File: src/rtl/midi_track_event_parser_assert.svh
// assertion macros used by the rtl queue module mtep_fifo
`ifndef MIDI_TRACK_EVENT_PARSER_ASSERT_SVH
`define MIDI_TRACK_EVENT_PARSER_ASSERT_SVH

// property that must hold at every edge out of reset
`define MTEP_ASSERT(lbl, prop, msg) \
  lbl: assert property (@(posedge clk_i) disable iff (!rst_ni) (prop)) else $error(msg);

// condition that must hold in the cycle after a trigger
`define MTEP_ASSERT_NEXT(lbl, pre, post, msg) \
  lbl: assert property (@(posedge clk_i) disable iff (!rst_ni) (pre) |=> (post)) else $error(msg);

`endif

File: src/rtl/mtep_pkg.sv
// ----------------------------------------------------------------------------
// mtep_pkg
// shared types and constants of the midi track event parser
// ----------------------------------------------------------------------------
package mtep_pkg;

  localparam int unsigned OutTicksPerQuarter = 768;
  localparam int unsigned OtpqW  = 16;
  localparam int unsigned TpqW   = 15;
  localparam int unsigned NumW   = 32 + OtpqW;
  localparam int unsigned Chans  = 16;
  localparam int unsigned QDepth = 2;

  localparam logic [2:0] KIND_CHAN  = 3'd0;
  localparam logic [2:0] KIND_PROG  = 3'd1;
  localparam logic [2:0] KIND_TEMPO = 3'd2;
  localparam logic [2:0] KIND_TSIG  = 3'd3;
  localparam logic [2:0] KIND_SYSEX = 3'd4;

  localparam logic CFG_TPQ  = 1'b0;
  localparam logic CFG_PCAP = 1'b1;

  typedef struct packed {
    logic [2:0]  kind;
    logic [31:0] event_time;
    logic [7:0]  status;
    logic [7:0]  first_data;
    logic [7:0]  second_data;
    logic [3:0]  instrument_flags;
    logic [7:0]  bank_high;
    logic [7:0]  bank_low;
    logic [31:0] tempo_micros;
    logic [31:0] sysex_length;
  } rec_t;

endpackage

File: src/rtl/midi_track_event_parser.sv
// ----------------------------------------------------------------------------
// midi_track_event_parser
// standard midi file track parser with tick rescaling
// ----------------------------------------------------------------------------
// bytes of a track enter on the s_axis channel, one per transfer, with
// tuser flagging track and file starts. decoded events leave on m_axis.
// cfg_we_i writes ticks_per_quarter (index 0) or program_capture (index 1);
// the user writes them only while the block is idle; the block does not enforce this.
// the parser takes one byte per cycle while the two-entry result queue has
// room. channel and sysex events go from the queue straight into the output
// register. program, tempo and time signature events pass through a
// bit-serial divider, one quotient bit per cycle of a 48-bit numerator,
// and wait in ST_HOLD for the output register; the next queued event is
// popped only once the last one has left the divider.
// when m_axis_tready is low the output register holds, the queue fills and
// then s_axis_tready drops. reset clears parser state, banks to 255 and the
// configuration to 768 ticks and program capture off.
// ----------------------------------------------------------------------------
module midi_track_event_parser (
  input  logic          clk_i,
  input  logic          rst_ni,
  input  logic          s_axis_tvalid,
  output logic          s_axis_tready,
  input  logic [7:0]    s_axis_tdata,   // data_byte
  input  logic [1:0]    s_axis_tuser,   // track_begin, file_begin
  output logic          m_axis_tvalid,
  input  logic          m_axis_tready,
  // kind, event_time, status, first_data, second_data, instrument_flags,
  // bank_high, bank_low, tempo_micros, sysex_length, zero pad
  output logic [143:0]  m_axis_tdata,
  input  logic          cfg_we_i,
  input  logic          cfg_idx_i,
  input  logic [14:0]   cfg_data_i
);
  import mtep_pkg::*;

  logic [TpqW-1:0] tpq_q;
  logic            pcap_q;
  logic            acc;
  logic            push, pop, full, empty;
  rec_t            wrec, rrec, orec;

  assign s_axis_tready = !full;
  assign acc = s_axis_tvalid && s_axis_tready;

  always_ff @(posedge clk_i or negedge rst_ni) begin
    if (!rst_ni) begin
      tpq_q  <= TpqW'(768);
      pcap_q <= 1'b0;
    end else if (cfg_we_i) begin
      case (cfg_idx_i)
        CFG_TPQ:  tpq_q  <= cfg_data_i;
        CFG_PCAP: pcap_q <= cfg_data_i[0];
        default: ;
      endcase
    end
  end

  mtep_front u_front (
    .clk_i,
    .rst_ni,
    .acc_i         (acc),
    .byte_i        (s_axis_tdata),
    .track_begin_i (s_axis_tuser[0]),
    .file_begin_i  (s_axis_tuser[1]),
    .prog_cap_i    (pcap_q),
    .push_o        (push),
    .rec_o         (wrec)
  );

  mtep_fifo u_fifo (
    .clk_i,
    .rst_ni,
    .push_i  (push),
    .wdata_i (wrec),
    .pop_i   (pop),
    .rdata_o (rrec),
    .full_o  (full),
    .empty_o (empty)
  );

  mtep_back u_back (
    .clk_i,
    .rst_ni,
    .tpq_i       (tpq_q),
    .empty_i     (empty),
    .rdata_i     (rrec),
    .pop_o       (pop),
    .out_valid_o (m_axis_tvalid),
    .out_ready_i (m_axis_tready),
    .out_o       (orec)
  );

  assign m_axis_tdata = {1'b0, orec.sysex_length, orec.tempo_micros, orec.bank_low,
                         orec.bank_high, orec.instrument_flags, orec.second_data,
                         orec.first_data, orec.status, orec.event_time, orec.kind};

endmodule

File: src/rtl/mtep_front.sv
// ----------------------------------------------------------------------------
// mtep_front
// byte parser: delta times, running status, meta and sysex decode
// ----------------------------------------------------------------------------
module mtep_front (
  input  logic          clk_i,
  input  logic          rst_ni,
  input  logic          acc_i,
  input  logic [7:0]    byte_i,
  input  logic          track_begin_i,
  input  logic          file_begin_i,
  input  logic          prog_cap_i,
  output logic          push_o,
  output mtep_pkg::rec_t rec_o
);
  import mtep_pkg::*;

  typedef enum logic [3:0] {
    PH_DELTA, PH_EVENT, PH_DATA1, PH_DATA2, PH_SYSLEN, PH_SYSDATA, PH_F7LEN,
    PH_SKIP, PH_METATYPE, PH_METALEN, PH_TEMPO, PH_TSBEATS, PH_TSEXP
  } phase_e;

  function automatic logic gs_sound(logic [6:0] msb, logic [6:0] lsb, logic [6:0] p);
    logic r;
    r = 1'b0;
    if (lsb == 7'd0) begin
      case (msb)
        7'd0: r = 1'b1;
        7'd6, 7'd7: r = (p == 7'h7D);
        7'd24: r = (p == 7'h04) || (p == 7'h06);
        7'd9: r = (p == 7'h0E) || (p == 7'h76) || (p == 7'h7D);
        7'd2: r = (p == 7'h66) || (p == 7'h78) || (p > 7'h79);
        7'd3: r = (p > 7'h79);
        7'd4, 7'd5: r = (p == 7'h7A) || ((p > 7'h7B) && (p < 7'h7F));
        7'd32: r = (p == 7'h10) || (p == 7'h11) || (p == 7'h18) || (p == 7'h34);
        7'd1: r = (p == 7'h26) || (p == 7'h39) || (p == 7'h3C) || (p == 7'h50) ||
                  (p == 7'h51) || (p == 7'h62) || (p == 7'h66) || (p == 7'h68) ||
                  (p > 7'h77);
        7'd16: r = (p == 7'h00) || (p == 7'h04) || (p == 7'h05) || (p == 7'h06) ||
                   (p == 7'h10) || (p == 7'h13) || (p == 7'h18) || (p == 7'h19) ||
                   (p == 7'h1C) || (p == 7'h27) || (p == 7'h3E) || (p == 7'h3F);
        7'd8: begin
          if ((p < 7'h07) || (p == 7'h7D)) r = 1'b1;
          else if ((p > 7'h3F) && (p < 7'h50)) r = 1'b0;
          else if ((p > 7'h4F) && (p < 7'h72))
            r = (p == 7'h50) || (p == 7'h51) || (p == 7'h6B);
          else if ((p > 7'h1F) && (p < 7'h40))
            r = ((p > 7'h25) && (p < 7'h29)) || (p > 7'h3C) || (p == 7'h30) ||
                (p == 7'h32);
          else if ((p > 7'h0A) && (p < 7'h12) && (p != 7'h0D) && (p != 7'h0F))
            r = 1'b1;
          else if ((p > 7'h0F) && (p < 7'h20))
            r = (p > 7'h17) || (p == 7'h13) || (p == 7'h15);
          else r = 1'b0;
        end
        default: r = 1'b0;
      endcase
    end
    return r;
  endfunction

  phase_e      phase_q, phase_d;
  logic [7:0]  rs_q, rs_d;
  logic [31:0] tick_q, tick_d;
  logic [31:0] lacc_q, lacc_d;
  logic [31:0] brem_q, brem_d;
  logic [7:0]  meta_q, meta_d;
  logic [7:0]  held_q, held_d;
  logic [1:0]  tsc_q, tsc_d;
  logic [7:0]  msb_q [Chans];
  logic [7:0]  msb_d [Chans];
  logic [7:0]  lsb_q [Chans];
  logic [7:0]  lsb_d [Chans];

  logic [3:0]  ch;
  logic [31:0] vacc;
  logic [31:0] base;
  logic        vdone;
  logic        do_first;
  logic [7:0]  st;
  logic [7:0]  cmsb, clsb;
  logic [3:0]  fl;

  always_comb begin
    phase_d = phase_q;
    rs_d    = rs_q;
    tick_d  = tick_q;
    lacc_d  = lacc_q;
    brem_d  = brem_q;
    meta_d  = meta_q;
    held_d  = held_q;
    tsc_d   = tsc_q;
    msb_d   = msb_q;
    lsb_d   = lsb_q;
    push_o  = 1'b0;
    rec_o   = '0;
    do_first = 1'b0;
    st   = rs_q;
    fl   = 4'd1;
    base = 32'd0;
    ch   = rs_q[3:0];

    if (track_begin_i) begin
      tick_d  = 32'd0;
      phase_d = PH_DELTA;
      lacc_d  = 32'd0;
      brem_d  = 32'd0;
      if (tsc_d > 2'd1) tsc_d = 2'd0;
    end
    if (file_begin_i) begin
      for (int i = 0; i < Chans; i++) begin
        msb_d[i] = 8'hFF;
        lsb_d[i] = 8'hFF;
      end
      tsc_d = 2'd1;
    end

    cmsb  = msb_d[ch];
    clsb  = lsb_d[ch];
    vacc  = {lacc_d[24:0], byte_i[6:0]};
    vdone = !byte_i[7];
    rec_o.event_time = tick_d;

    case (phase_d)
      PH_EVENT: begin
        if (!byte_i[7]) begin
          if (rs_q == 8'd0) phase_d = PH_DELTA;
          else do_first = 1'b1;
        end else begin
          lacc_d = 32'd0;
          if (byte_i < 8'hF0) begin
            rs_d = byte_i;
            phase_d = PH_DATA1;
          end else if (byte_i == 8'hF0) phase_d = PH_SYSLEN;
          else if (byte_i == 8'hF7) phase_d = PH_F7LEN;
          else if (byte_i == 8'hFF) phase_d = PH_METATYPE;
          else phase_d = PH_DELTA;
        end
      end
      PH_DATA1: do_first = 1'b1;
      PH_DATA2: begin
        phase_d = PH_DELTA;
        if ((st[7:4] == 4'h9) && (byte_i == 8'd0)) st = {4'h8, ch};
        if ((st[7:4] == 4'hB) && ((held_q == 8'd0) || (held_q == 8'h20))) begin
          if (held_q == 8'h20) lsb_d[ch] = byte_i;
          else msb_d[ch] = byte_i;
        end else begin
          push_o = 1'b1;
          rec_o.kind = KIND_CHAN;
          rec_o.status = st;
          rec_o.first_data = held_q;
          rec_o.second_data = byte_i;
        end
      end
      PH_SYSLEN: begin
        lacc_d = vacc;
        if (vdone) begin
          brem_d  = vacc;
          phase_d = (vacc != 32'd0) ? PH_SYSDATA : PH_DELTA;
          push_o  = 1'b1;
          rec_o.kind = KIND_SYSEX;
          rec_o.first_data = 8'hF0;
          rec_o.sysex_length = vacc + 32'd1;
        end
      end
      PH_SYSDATA: begin
        brem_d = brem_d - 32'd1;
        if (brem_d == 32'd0) phase_d = PH_DELTA;
        push_o = 1'b1;
        rec_o.kind = KIND_SYSEX;
        rec_o.first_data = byte_i;
      end
      PH_F7LEN: begin
        lacc_d = vacc;
        if (vdone) begin
          brem_d  = vacc;
          phase_d = (vacc != 32'd0) ? PH_SKIP : PH_DELTA;
        end
      end
      PH_SKIP: begin
        if (brem_d != 32'd0) brem_d = brem_d - 32'd1;
        if (brem_d == 32'd0) phase_d = PH_DELTA;
      end
      PH_METATYPE: begin
        meta_d  = byte_i;
        lacc_d  = 32'd0;
        phase_d = PH_METALEN;
      end
      PH_METALEN: begin
        if (!vdone) begin
          lacc_d = vacc;
        end else begin
          brem_d = vacc;
          lacc_d = 32'd0;
          if (meta_q == 8'h51) begin
            if (vacc == 32'd0) begin
              phase_d = PH_DELTA;
              push_o = 1'b1;
              rec_o.kind = KIND_TEMPO;
            end else phase_d = PH_TEMPO;
          end else if ((meta_q == 8'h58) && (tsc_d != 2'd0)) begin
            phase_d = PH_TSBEATS;
          end else begin
            phase_d = (vacc != 32'd0) ? PH_SKIP : PH_DELTA;
          end
        end
      end
      PH_TEMPO: begin
        lacc_d = {lacc_d[23:0], byte_i};
        brem_d = brem_d - 32'd1;
        if (brem_d == 32'd0) begin
          phase_d = PH_DELTA;
          push_o = 1'b1;
          rec_o.kind = KIND_TEMPO;
          rec_o.tempo_micros = lacc_d;
        end
      end
      PH_TSBEATS: begin
        held_d  = byte_i;
        tsc_d   = 2'd2;
        phase_d = PH_TSEXP;
      end
      PH_TSEXP: begin
        brem_d  = (brem_d > 32'd2) ? brem_d - 32'd2 : 32'd0;
        phase_d = (brem_d != 32'd0) ? PH_SKIP : PH_DELTA;
        push_o = 1'b1;
        rec_o.kind = KIND_TSIG;
        rec_o.first_data = held_q;
        rec_o.second_data = (byte_i[7:3] == 5'd0) ? (8'd1 << byte_i[2:0]) : 8'd0;
      end
      default: begin
        base = (phase_d == PH_DELTA) ? lacc_d : 32'd0;
        vacc = {base[24:0], byte_i[6:0]};
        phase_d = PH_DELTA;
        if (vdone) begin
          tick_d  = tick_d + vacc;
          lacc_d  = 32'd0;
          phase_d = PH_EVENT;
        end else lacc_d = vacc;
      end
    endcase

    if (do_first) begin
      if (rs_q[7:4] == 4'hC) begin
        phase_d = PH_DELTA;
        if ((cmsb != 8'hFF) || (clsb != 8'hFF)) begin
          fl[1] = 1'b1;
          if (gs_sound(cmsb[6:0], clsb[6:0], byte_i[6:0])) begin
            fl[3] = 1'b1;
            if ((cmsb[6:0] == 7'd0) && (clsb[6:0] == 7'd0)) fl[2] = 1'b1;
          end
        end else fl[2] = 1'b1;
        push_o = prog_cap_i;
        rec_o.kind = KIND_PROG;
        rec_o.status = rs_q;
        rec_o.first_data = byte_i;
        rec_o.instrument_flags = fl;
        rec_o.bank_high = cmsb;
        rec_o.bank_low = clsb;
      end else if (rs_q[7:4] == 4'hD) begin
        phase_d = PH_DELTA;
        push_o = 1'b1;
        rec_o.kind = KIND_CHAN;
        rec_o.status = rs_q;
        rec_o.first_data = byte_i;
      end else begin
        held_d  = byte_i;
        phase_d = PH_DATA2;
      end
    end

    if (!acc_i) push_o = 1'b0;
  end

  always_ff @(posedge clk_i or negedge rst_ni) begin
    if (!rst_ni) begin
      phase_q <= PH_DELTA;
      rs_q    <= 8'd0;
      tick_q  <= 32'd0;
      lacc_q  <= 32'd0;
      brem_q  <= 32'd0;
      meta_q  <= 8'd0;
      held_q  <= 8'd0;
      tsc_q   <= 2'd1;
      for (int i = 0; i < Chans; i++) begin
        msb_q[i] <= 8'hFF;
        lsb_q[i] <= 8'hFF;
      end
    end else if (acc_i) begin
      phase_q <= phase_d;
      rs_q    <= rs_d;
      tick_q  <= tick_d;
      lacc_q  <= lacc_d;
      brem_q  <= brem_d;
      meta_q  <= meta_d;
      held_q  <= held_d;
      tsc_q   <= tsc_d;
      msb_q   <= msb_d;
      lsb_q   <= lsb_d;
    end
  end

endmodule

File: src/rtl/mtep_fifo.sv
// ----------------------------------------------------------------------------
// mtep_fifo
// short result queue between parser and rescaler
// ----------------------------------------------------------------------------
module mtep_fifo (
  input  logic           clk_i,
  input  logic           rst_ni,
  input  logic           push_i,
  input  mtep_pkg::rec_t wdata_i,
  input  logic           pop_i,
  output mtep_pkg::rec_t rdata_o,
  output logic           full_o,
  output logic           empty_o
);
  import mtep_pkg::*;
  `include "midi_track_event_parser_assert.svh"

  rec_t       mem_q [QDepth];
  logic       wp_q, rp_q;
  logic [1:0] count_q;

  assign full_o  = (count_q == 2'(QDepth));
  assign empty_o = (count_q == 2'd0);
  assign rdata_o = mem_q[rp_q];

  always_ff @(posedge clk_i) begin
    if (push_i) mem_q[wp_q] <= wdata_i;
  end

  always_ff @(posedge clk_i or negedge rst_ni) begin
    if (!rst_ni) begin
      wp_q    <= 1'b0;
      rp_q    <= 1'b0;
      count_q <= 2'd0;
    end else begin
      if (push_i) wp_q <= ~wp_q;
      if (pop_i) rp_q <= ~rp_q;
      count_q <= count_q + 2'(push_i) - 2'(pop_i);
    end
  end

  `MTEP_ASSERT(a_no_overflow, !(push_i && full_o && !pop_i), "push into full queue")
  `MTEP_ASSERT(a_no_underflow, !(pop_i && empty_o), "pop from empty queue")
  `MTEP_ASSERT(a_count_range, count_q <= 2'(QDepth), "queue count out of range")
  `MTEP_ASSERT_NEXT(a_push_seen, push_i && !pop_i, !empty_o, "push lost")

endmodule

File: src/rtl/mtep_back.sv
// ----------------------------------------------------------------------------
// mtep_back
// tick rescaler with bit-serial divider and output register
// ----------------------------------------------------------------------------
module mtep_back (
  input  logic                       clk_i,
  input  logic                       rst_ni,
  input  logic [mtep_pkg::TpqW-1:0]  tpq_i,
  input  logic                       empty_i,
  input  mtep_pkg::rec_t             rdata_i,
  output logic                       pop_o,
  output logic                       out_valid_o,
  input  logic                       out_ready_i,
  output mtep_pkg::rec_t             out_o
);
  import mtep_pkg::*;

  typedef enum logic [2:0] {ST_IDLE, ST_MUL, ST_ADD, ST_DIV, ST_HOLD} state_e;

  state_e          state_q;
  rec_t            rec_q;
  rec_t            out_q;
  rec_t            hold_rec;
  logic            vld_q;
  logic [NumW-1:0] num_q;
  logic [15:0]     rem_q;
  logic [5:0]      cnt_q;
  logic [15:0]     dvs;
  logic [15:0]     trial;
  logic            qbit;
  logic            out_free;
  logic            scaled;
  logic            load_out;

  assign dvs      = (tpq_i == '0) ? 16'd1 : {1'b0, tpq_i};
  assign trial    = {rem_q[14:0], num_q[NumW-1]};
  assign qbit     = (trial >= dvs);
  assign out_free = !vld_q || out_ready_i;
  assign scaled   = (rdata_i.kind == KIND_PROG) || (rdata_i.kind == KIND_TEMPO) ||
                    (rdata_i.kind == KIND_TSIG);
  assign pop_o    = (state_q == ST_IDLE) && !empty_i && (scaled || out_free);
  assign load_out = ((state_q == ST_IDLE) && pop_o && !scaled) ||
                    ((state_q == ST_HOLD) && out_free);

  always_comb begin
    hold_rec = rec_q;
    hold_rec.event_time = (num_q[NumW-1:32] != '0) ? 32'hFFFF_FFFF : num_q[31:0];
  end

  assign out_valid_o = vld_q;
  assign out_o       = out_q;

  always_ff @(posedge clk_i or negedge rst_ni) begin
    if (!rst_ni) begin
      state_q <= ST_IDLE;
      vld_q   <= 1'b0;
      cnt_q   <= 6'd0;
      rec_q   <= '0;
      out_q   <= '0;
      num_q   <= '0;
      rem_q   <= 16'd0;
    end else begin
      if (load_out) vld_q <= 1'b1;
      else if (out_ready_i) vld_q <= 1'b0;
      case (state_q)
        ST_IDLE: begin
          if (pop_o) begin
            rec_q <= rdata_i;
            if (scaled) state_q <= ST_MUL;
            else out_q <= rdata_i;
          end
        end
        ST_MUL: begin
          num_q   <= NumW'(rec_q.event_time) * NumW'(OutTicksPerQuarter);
          state_q <= ST_ADD;
        end
        ST_ADD: begin
          num_q   <= num_q + NumW'(dvs >> 1);
          rem_q   <= 16'd0;
          cnt_q   <= 6'(NumW);
          state_q <= ST_DIV;
        end
        ST_DIV: begin
          rem_q <= qbit ? trial - dvs : trial;
          num_q <= {num_q[NumW-2:0], qbit};
          cnt_q <= cnt_q - 6'd1;
          if (cnt_q == 6'd1) state_q <= ST_HOLD;
        end
        ST_HOLD: begin
          if (out_free) begin
            out_q   <= hold_rec;
            state_q <= ST_IDLE;
          end
        end
        default: state_q <= ST_IDLE;
      endcase
    end
  end

endmodule

File: config.mk
export PLATFORM = sky130hd
export DESIGN_NAME = midi_track_event_parser
export DESIGN_NICKNAME = d
export VERILOG_FILES = /design/src/rtl/mtep_pkg.sv /design/src/rtl/midi_track_event_parser.sv /design/src/rtl/mtep_front.sv /design/src/rtl/mtep_fifo.sv /design/src/rtl/mtep_back.sv
export VERILOG_INCLUDE_DIRS = /design/src /design/src/rtl
export SDC_FILE = /design/constraint.sdc
export NUM_CORES = 2
export LEC_CHECK = 0
export BUFFER_PORTS_ARGS = -buffer_cell sky130_fd_sc_hd__buf_2
export CAP_MARGIN = 10
export CORE_MARGIN = 3
export CORE_UTILIZATION = 50
export DETAILED_ROUTE_END_ITERATION = 10
export PLACE_DENSITY = 0.69
export SLEW_MARGIN = 5
export SYNTH_ARGS = -nofsm -noshare
export SYNTH_HDL_FRONTEND = slang
export SYNTH_SLANG_ARGS = --single-unit
File: constraint.sdc
create_clock -name clk_i -period 10.1 [get_ports clk_i]
set_clock_uncertainty 0.1 [all_clocks]
set_input_delay 0 -clock clk_i [delete_from_list [all_inputs] [get_ports clk_i]]
set_output_delay 0 -clock clk_i [all_outputs]
set_load 0.02 [all_outputs]
## After elaboration in Yosys (flattened, before gate mapping)

Memories as Yosys holds them, arrays and structs flattened.
Cells that the tools add are included.

- Add/sub/neg operators: 9
- Multiply operators: 1
- $lt $le $gt $ge: 25
- Eq/ne operators: 82
- Shift operators: 1
- Multiplexer cells: 139
- Bitwise logic cells: 4
- Reduce and logical (&&, ||, !) cells: 105

Operators with widths:

| cell | count |
|---|---|
| 128-bit 2-to-1 mux | 8 |
| 32-bit 2-to-1 mux | 17 |
| 143-bit 2-to-1 mux | 3 |
| 143-bit case mux with 2 select lines | 1 |
| 128-bit bitwise mux | 2 |
| 32-bit case mux with 6 select lines | 1 |
| 48-bit case mux with 3 select lines | 1 |
| 32-bit case mux with 4 select lines | 1 |
| 8-bit 2-to-1 mux | 14 |
| 32-bit zero test | 3 |
| 32-bit nonzero test | 3 |
| 7-bit by 6-bit == test with 1-bit output (second input constant) | 10 |
| 7-bit == test (second input constant) | 10 |
| 4-bit 2-to-1 mux | 17 |
| 8-bit binary-select mux with 4-bit select | 2 |
| 7-bit by 5-bit == test with 1-bit output (second input constant) | 9 |
| 7-bit by 3-bit == test with 1-bit output (second input constant) | 7 |
| 48-bit by 15-bit adder with 48-bit output | 1 |
| 16-bit 2-to-1 mux | 3 |
| 4-bit case mux with 11 select lines | 1 |
| 1-bit logical OR | 43 |
| 20-bit 2-to-1 mux | 2 |
| 3-bit 2-to-1 mux | 13 |
| 4-bit == test (second input constant) | 9 |
| 76 further kinds | 185 |

- Register bits after elaboration: 761
- RAM bits: 286
- Output and inout bits: 146
- Logic and storage cells: 437
- Memories kept: 1

Memories:

| name | words | width | rd ports | clocked after Yosys merged registers in | wr ports | RTL line | source |
|---|---|---|---|---|---|---|---|
| u_fifo.mem_q | 2 | 143 | 1 | 0 | 1 | mtep_fifo.sv:18 | `rec_t mem_q [QDepth];` |

## Depth between registers and ports, before layout

- Depth after elaboration: 21
- Mapped depth: 25

## Modules after synthesis

A second synthesis with hierarchy kept.

- Cell total of the unflattened synthesis: 5613
- Area total of the unflattened synthesis: 54943.9 µm²

Modules (own cells, without submodules):

| module | instances | cells an instance | area each (µm²) | sequential area each (µm²) |
|---|---|---|---|---|
| mtep_front | 1 | 2754 | 24120.6 | 9705.6 |
| mtep_back | 1 | 2359 | 19382.3 | 8983.6 |
| mtep_fifo | 1 | 460 | 10750.3 | 8688.3 |
| midi_track_event_parser | 1 | 40 | 690.7 | 402.9 |

## Worst setup path before layout

No wires, ideal clock.

- Path kind: input-to-reg
- Start point: in s_axis_tuser[0]
- End point: mem u_fifo.mem_q[0][0] (netlist bit) (enable)
- Arrival time: 10.200 ns
- Data required time: 9.336 ns
- Path slack: -0.865 ns
- Cell stages on the path: 20
- Path buffers: 7
- Cell sequence: buf_2 buf_2 buf_1 buf_1 clkbuf_1 nor2b_1 inv_1 ha_1 buf_2 o211ai_2 or3_1 clkbuf_1 xnor2_1 o32ai_1 nand4_1 a2111oi_2 and4_4 a21oi_1 a21oi_2 nor2b_1

- Longest elaborated chain between the ends: 12

Ends and longest elaborated chain:

| item | RTL line | source |
|---|---|---|
| from (decl) | midi_track_event_parser.sv:25 | `input logic [1:0] s_axis_tuser,` |
| branches (longest 8 deep; another with 32-bit by 1-bit subtractor with 32-bit output) | - |  |
| 1-bit 2-to-1 mux * | mtep_front.sv:243 | `if (do_first) begin` |
| 1-bit 2-to-1 mux * | mtep_front.sv:272 | `if (!acc_i) push_o = 1'b0;` |
| 1-bit 2-to-1 mux * | mtep_fifo.sv:27 | `if (push_i) mem_q[wp_q] <= wdata_i;` |
| 1-bit 2-to-1 mux (not written as such) * | mtep_fifo.sv:27 |  |
| to (decl) | mtep_fifo.sv:18 |  |

Mark *: on every way between the ends.

## Worst setup path after layout

- Start point: in s_axis_tuser[0]
- End point: mem u_fifo.mem_q[1][20] (netlist bit) (enable)

Same word-level chain as after synthesis.

==> impl_metrics.env <==
export IMPL_synthCells=5207
export IMPL_cellPowerDensity_nw_per_um2=275
export IMPL_fin_nets=5408
export IMPL_io_pins=177
export IMPL_dpl_instance_area_um2=55000
export IMPL_core_um2=105000
export IMPL_root_buffer="clkbuf_16"
export IMPL_postLayoutCellArea_um2=59300
export IMPL_crit_arrival_ps=6540
export IMPL_grt_use_met2=0.432
export IMPL_path_buf_inv=4
export IMPL_max_cap_violations=0
export IMPL_drive_gt1_frac=0.161
export IMPL_setup_violations=0
export IMPL_fin_hold_ws_ps=78.5
export IMPL_clk_pin_slew_worst_paths_ps=60
export IMPL_grt_busiest_layer="met2"
export IMPL_hpwl_mm=101
export IMPL_cp_slowest_cell="buf_4"
export IMPL_synth_edf_count=286
export IMPL_finalHoldViolCount=0
export IMPL_antenna_found_initial=6
export IMPL_core_rowCount=118
export IMPL_yosysSeqAreaShare=0.523
export IMPL_worstPathRequired_ps=10320
export IMPL_die_w_um=332
export IMPL_max_stage_delay_ps=750
export IMPL_instances_no_fill=6737
export IMPL_ant_nets=0
export IMPL_clk_insertion_delay_late_ps=710
export IMPL_die_h_um=332
export IMPL_syn_to_final_growth_pct=11.7
export IMPL_track_usage=0.272
export IMPL_worstSetupPathType="input pin to flop"
export IMPL_p_leak_nw=23.3
export IMPL_ys_ff_latch=1040
export IMPL_start_util=0.508
export IMPL_finalCritPeriodShare=0.626
export IMPL_use_met3=0.0623
export IMPL_yosys_warnings=0
export IMPL_async_flop_share=0.725
export IMPL_grt_max_degree=212
export IMPL_use_met1=0.368
export IMPL_slew_headroom=0.170
export IMPL_drt_iter0_drc=4315
export IMPL_syn_num_nets=5349
export IMPL_synth_cell_area_um2=53100
export IMPL_tns_ps=0
export IMPL_maxSlewViolCount=0
export IMPL_grt_overflow_total=0
export IMPL_drt_wl_total_mm=153
export IMPL_hold_path_class="input pin to flop"
export IMPL_rsz0062_at_grt="no"
export IMPL_crit_path_end_kind="flop"
export IMPL_placed_cells=6460
export IMPL_ir_drop_mv=0.159
export IMPL_crit_start="s_axis_tuser[0]"
export IMPL_path_delay_family="buffers and inverters"
export IMPL_viasPerCell=6.20
export IMPL_fin_crit_ps=6320
export IMPL_drc_errors=0
export IMPL_worst_pin_slew_ps=1240
export IMPL_synth_ff_type="dfrtp_1"
export IMPL_htree_levels=3
export IMPL_cts_buffers=109
export IMPL_r2r_setup_slack_ps=4000
export IMPL_synthDistinctLibCells=92
export IMPL_vias=41800
export IMPL_die_area_um2=110000
export IMPL_cp_endpoint="u_fifo.mem_q[1][20]$_DFFE_PP_"
export IMPL_r2r_start="u_front.brem_q[5]$_DFFE_PN0P_"
export IMPL_path_depth=16
export IMPL_grt_first_pass_wirelength_mm=238
export IMPL_start_kind="input pin"
export IMPL_critical_path_cell_chain="dlygate4sd3_1 -> buf_4 -> inv_2 -> nand2_1 -> ha_1 -> o211ai_2 -> or3_1 -> xnor2_1 -> o32ai_1 -> nand4_1 -> a2111oi_2 -> and4_4 -> a21oi_1 -> a21oi_2 -> and2_4 -> buf_4"
export IMPL_cts_buffer_depth=3
export IMPL_cp_max_fo=58
export IMPL_nFillCells=8789
export IMPL_dr_pass1_iters=9
export IMPL_reg2regPathDepth=12
export IMPL_syn_area_per_cell_um2=10.2
export IMPL_fmax_mhz=158
export IMPL_cp_common_cell="buf_4"
export IMPL_grt_pass1_vias=40700
export IMPL_drt_wirelength_per_cell_um=22.7
export IMPL_gp_congestion=0.916
export IMPL_post_cts_buffers=0
export IMPL_clock_sinks=1040
export IMPL_r2r_end="u_fifo.mem_q[1][20]$_DFFE_PP_"
export IMPL_cts_tree="done"
export IMPL_port_buffers=175
export IMPL_status="finished clean"
==> cell families (layout without fill, tap and decap cells) <==
logic type                 Yosys count  after routing  share of synthesized area
DFF                               1040           1040                      0.523
buffers and inverters              463            612                     0.0339
adders and majority gates          111            111                     0.0267
other                                1              2                  0.0000706
muxes                              292            292                     0.0690
AOI/OAI and AO/OA                 1618           1618                      0.196
and+or+nand+nor                   1562           1562                      0.132
xor gates and xnor gates           120            120                     0.0198
==> worst min path at each step <==
stage,from,end,slack [ps],depth (start not counted)
CTS,cfg_we_i,pcap_q$_DFFE_PN0P_,20,4
detailed placement,rst_ni,u_back.out_o[31]$_DFFE_PN0P_,-40,1
floorplan,rst_ni,pcap_q$_DFFE_PN0P_,-400,0
global placement,rst_ni,u_back.out_o[31]$_DFFE_PN0P_,-40,1
global route,cfg_we_i,pcap_q$_DFFE_PN0P_,80,4
finish,cfg_we_i,pcap_q$_DFFE_PN0P_,80,4
==> worst min-delay path, stage by stage <==
cell,delay [ps]
buf_2,110
nand2_1,70
mux2_2,140
dlygate4sd3_1,540
==> stage by stage <==
stage,utilization,power [mW],worst slack (ps)
floorplan,-,10.3,1890
finish,0.568,16.3,3780
CTS,0.568,16.3,3860
global placement,0.526,12.1,3790
global route,0.568,17.3,3330
detailed placement,0.526,12.2,3650
==> synth_stat cells (all sizes together), types with 24 or more instances <==
master,instances,area (µm²)
a31oi,29,181
nor2,589,2210
nor3,97,510
clkbuf,302,1130
a21oi,468,2350
a22oi,25,188
dfstp,259,6810
ha,107,1340
nor4,39,265
buf,65,305
mux2,86,968
nor2b,68,425
o211ai,24,199
xnor2,73,639
o21ai,426,2130
a22o,32,280
o22ai,82,513
mux2i,155,1550
mux4,51,1150
nand3,91,455
a21o,47,353
and3,31,194
o22a,263,2300
inv,94,353
dfrtp,495,12400
xor2,47,412
edfxtp,286,8590
nand4,24,150
nand2,489,1840
==> power breakdown <==
| group | total, mW | internal, mW | switching [mW] |
|---|---|---|---|
| sequential | 6.12 | 5.20 | 0.923 |
| combinational | 6.12 | 2.34 | 3.78 |
| clock | 4.06 | 2.35 | 1.71 |
==> per-layer routing <==
| metal | part of all wire | up-vias |
|---|---|---|
| met3 | 0.082 | 297 |
| met1 | 0.42 | 20700 |
| li1 | - | 19200 |
| met2 | 0.46 | 1630 |
| met5 | 0.00016 | - |
| met4 | 0.033 | 4 |
==> cells in the final DEF (no fill, tap or decap), drive strengths merged, types with 16 or more instances in the layout <==
cell / instances
mux4: 51
nand3: 91
clkinv: 25
and2: 22
nand2: 489
dfrtp: 495
edfxtp: 286
a21o: 47
a31oi: 29
o21bai: 19
ha: 107
o211ai: 24
nor2: 589
inv: 98
o22ai: 82
xor2: 47
nor4: 39
nand2b: 22
a22oi: 25
clkbuf: 162
nor2b: 68
nor3: 97
a22o: 32
a211oi: 18
buf: 242
or3: 21
o31ai: 16
nand4: 24
o221ai: 20
mux2: 86
xnor2: 73
and3: 31
o21ai: 426
a21oi: 468
dlygate4sd3: 73
o22a: 263
mux2i: 155
o21a: 17
dfstp: 259
==> state kept, by name (all words and copies together) (netlist names), 2 cells and up <==
name             cells
u_back.rem_q        15
u_front.brem_q      32
u_front.lsb_q      128
u_back.cnt_q         6
u_front.tick_q      32
u_back.rec_q        32
u_back.num_q        48
u_front.meta_q       8
u_fifo.count_q       2
u_front.msb_q      128
u_front.tsc_q        2
u_front.held_q       8
tpq_q               15
u_front.phase_q      4
u_back.out_o       143
u_front.lacc_q      25
u_fifo.mem_q       286
u_front.rs_q         8
u_back.state_q       3
u_back.hold_rec    111
==> cell type report <==
cell class                      count  area, µm²  area share
Sequential cell                  1040      27800       0.468
Tap cell                         1380       1730      0.0291
Clock inverter                     39        478     0.00805
Clock buffer                      162       3130      0.0528
Multi-Input combinational cell   3704      23600       0.398
Antenna cell                        1       2.50   0.0000422
Timing Repair Buffer              315       2240      0.0377
Inverter                           96        360     0.00607
==> what timing repair did <==
action,4_1_cts,5_1_grt
hold endpoints to repair,479,0
setup endpoints to repair,0,0
hold buffers,74,0
gates resized for setup,0,0
No activity file was read; power rests on OpenSTA's default activity.
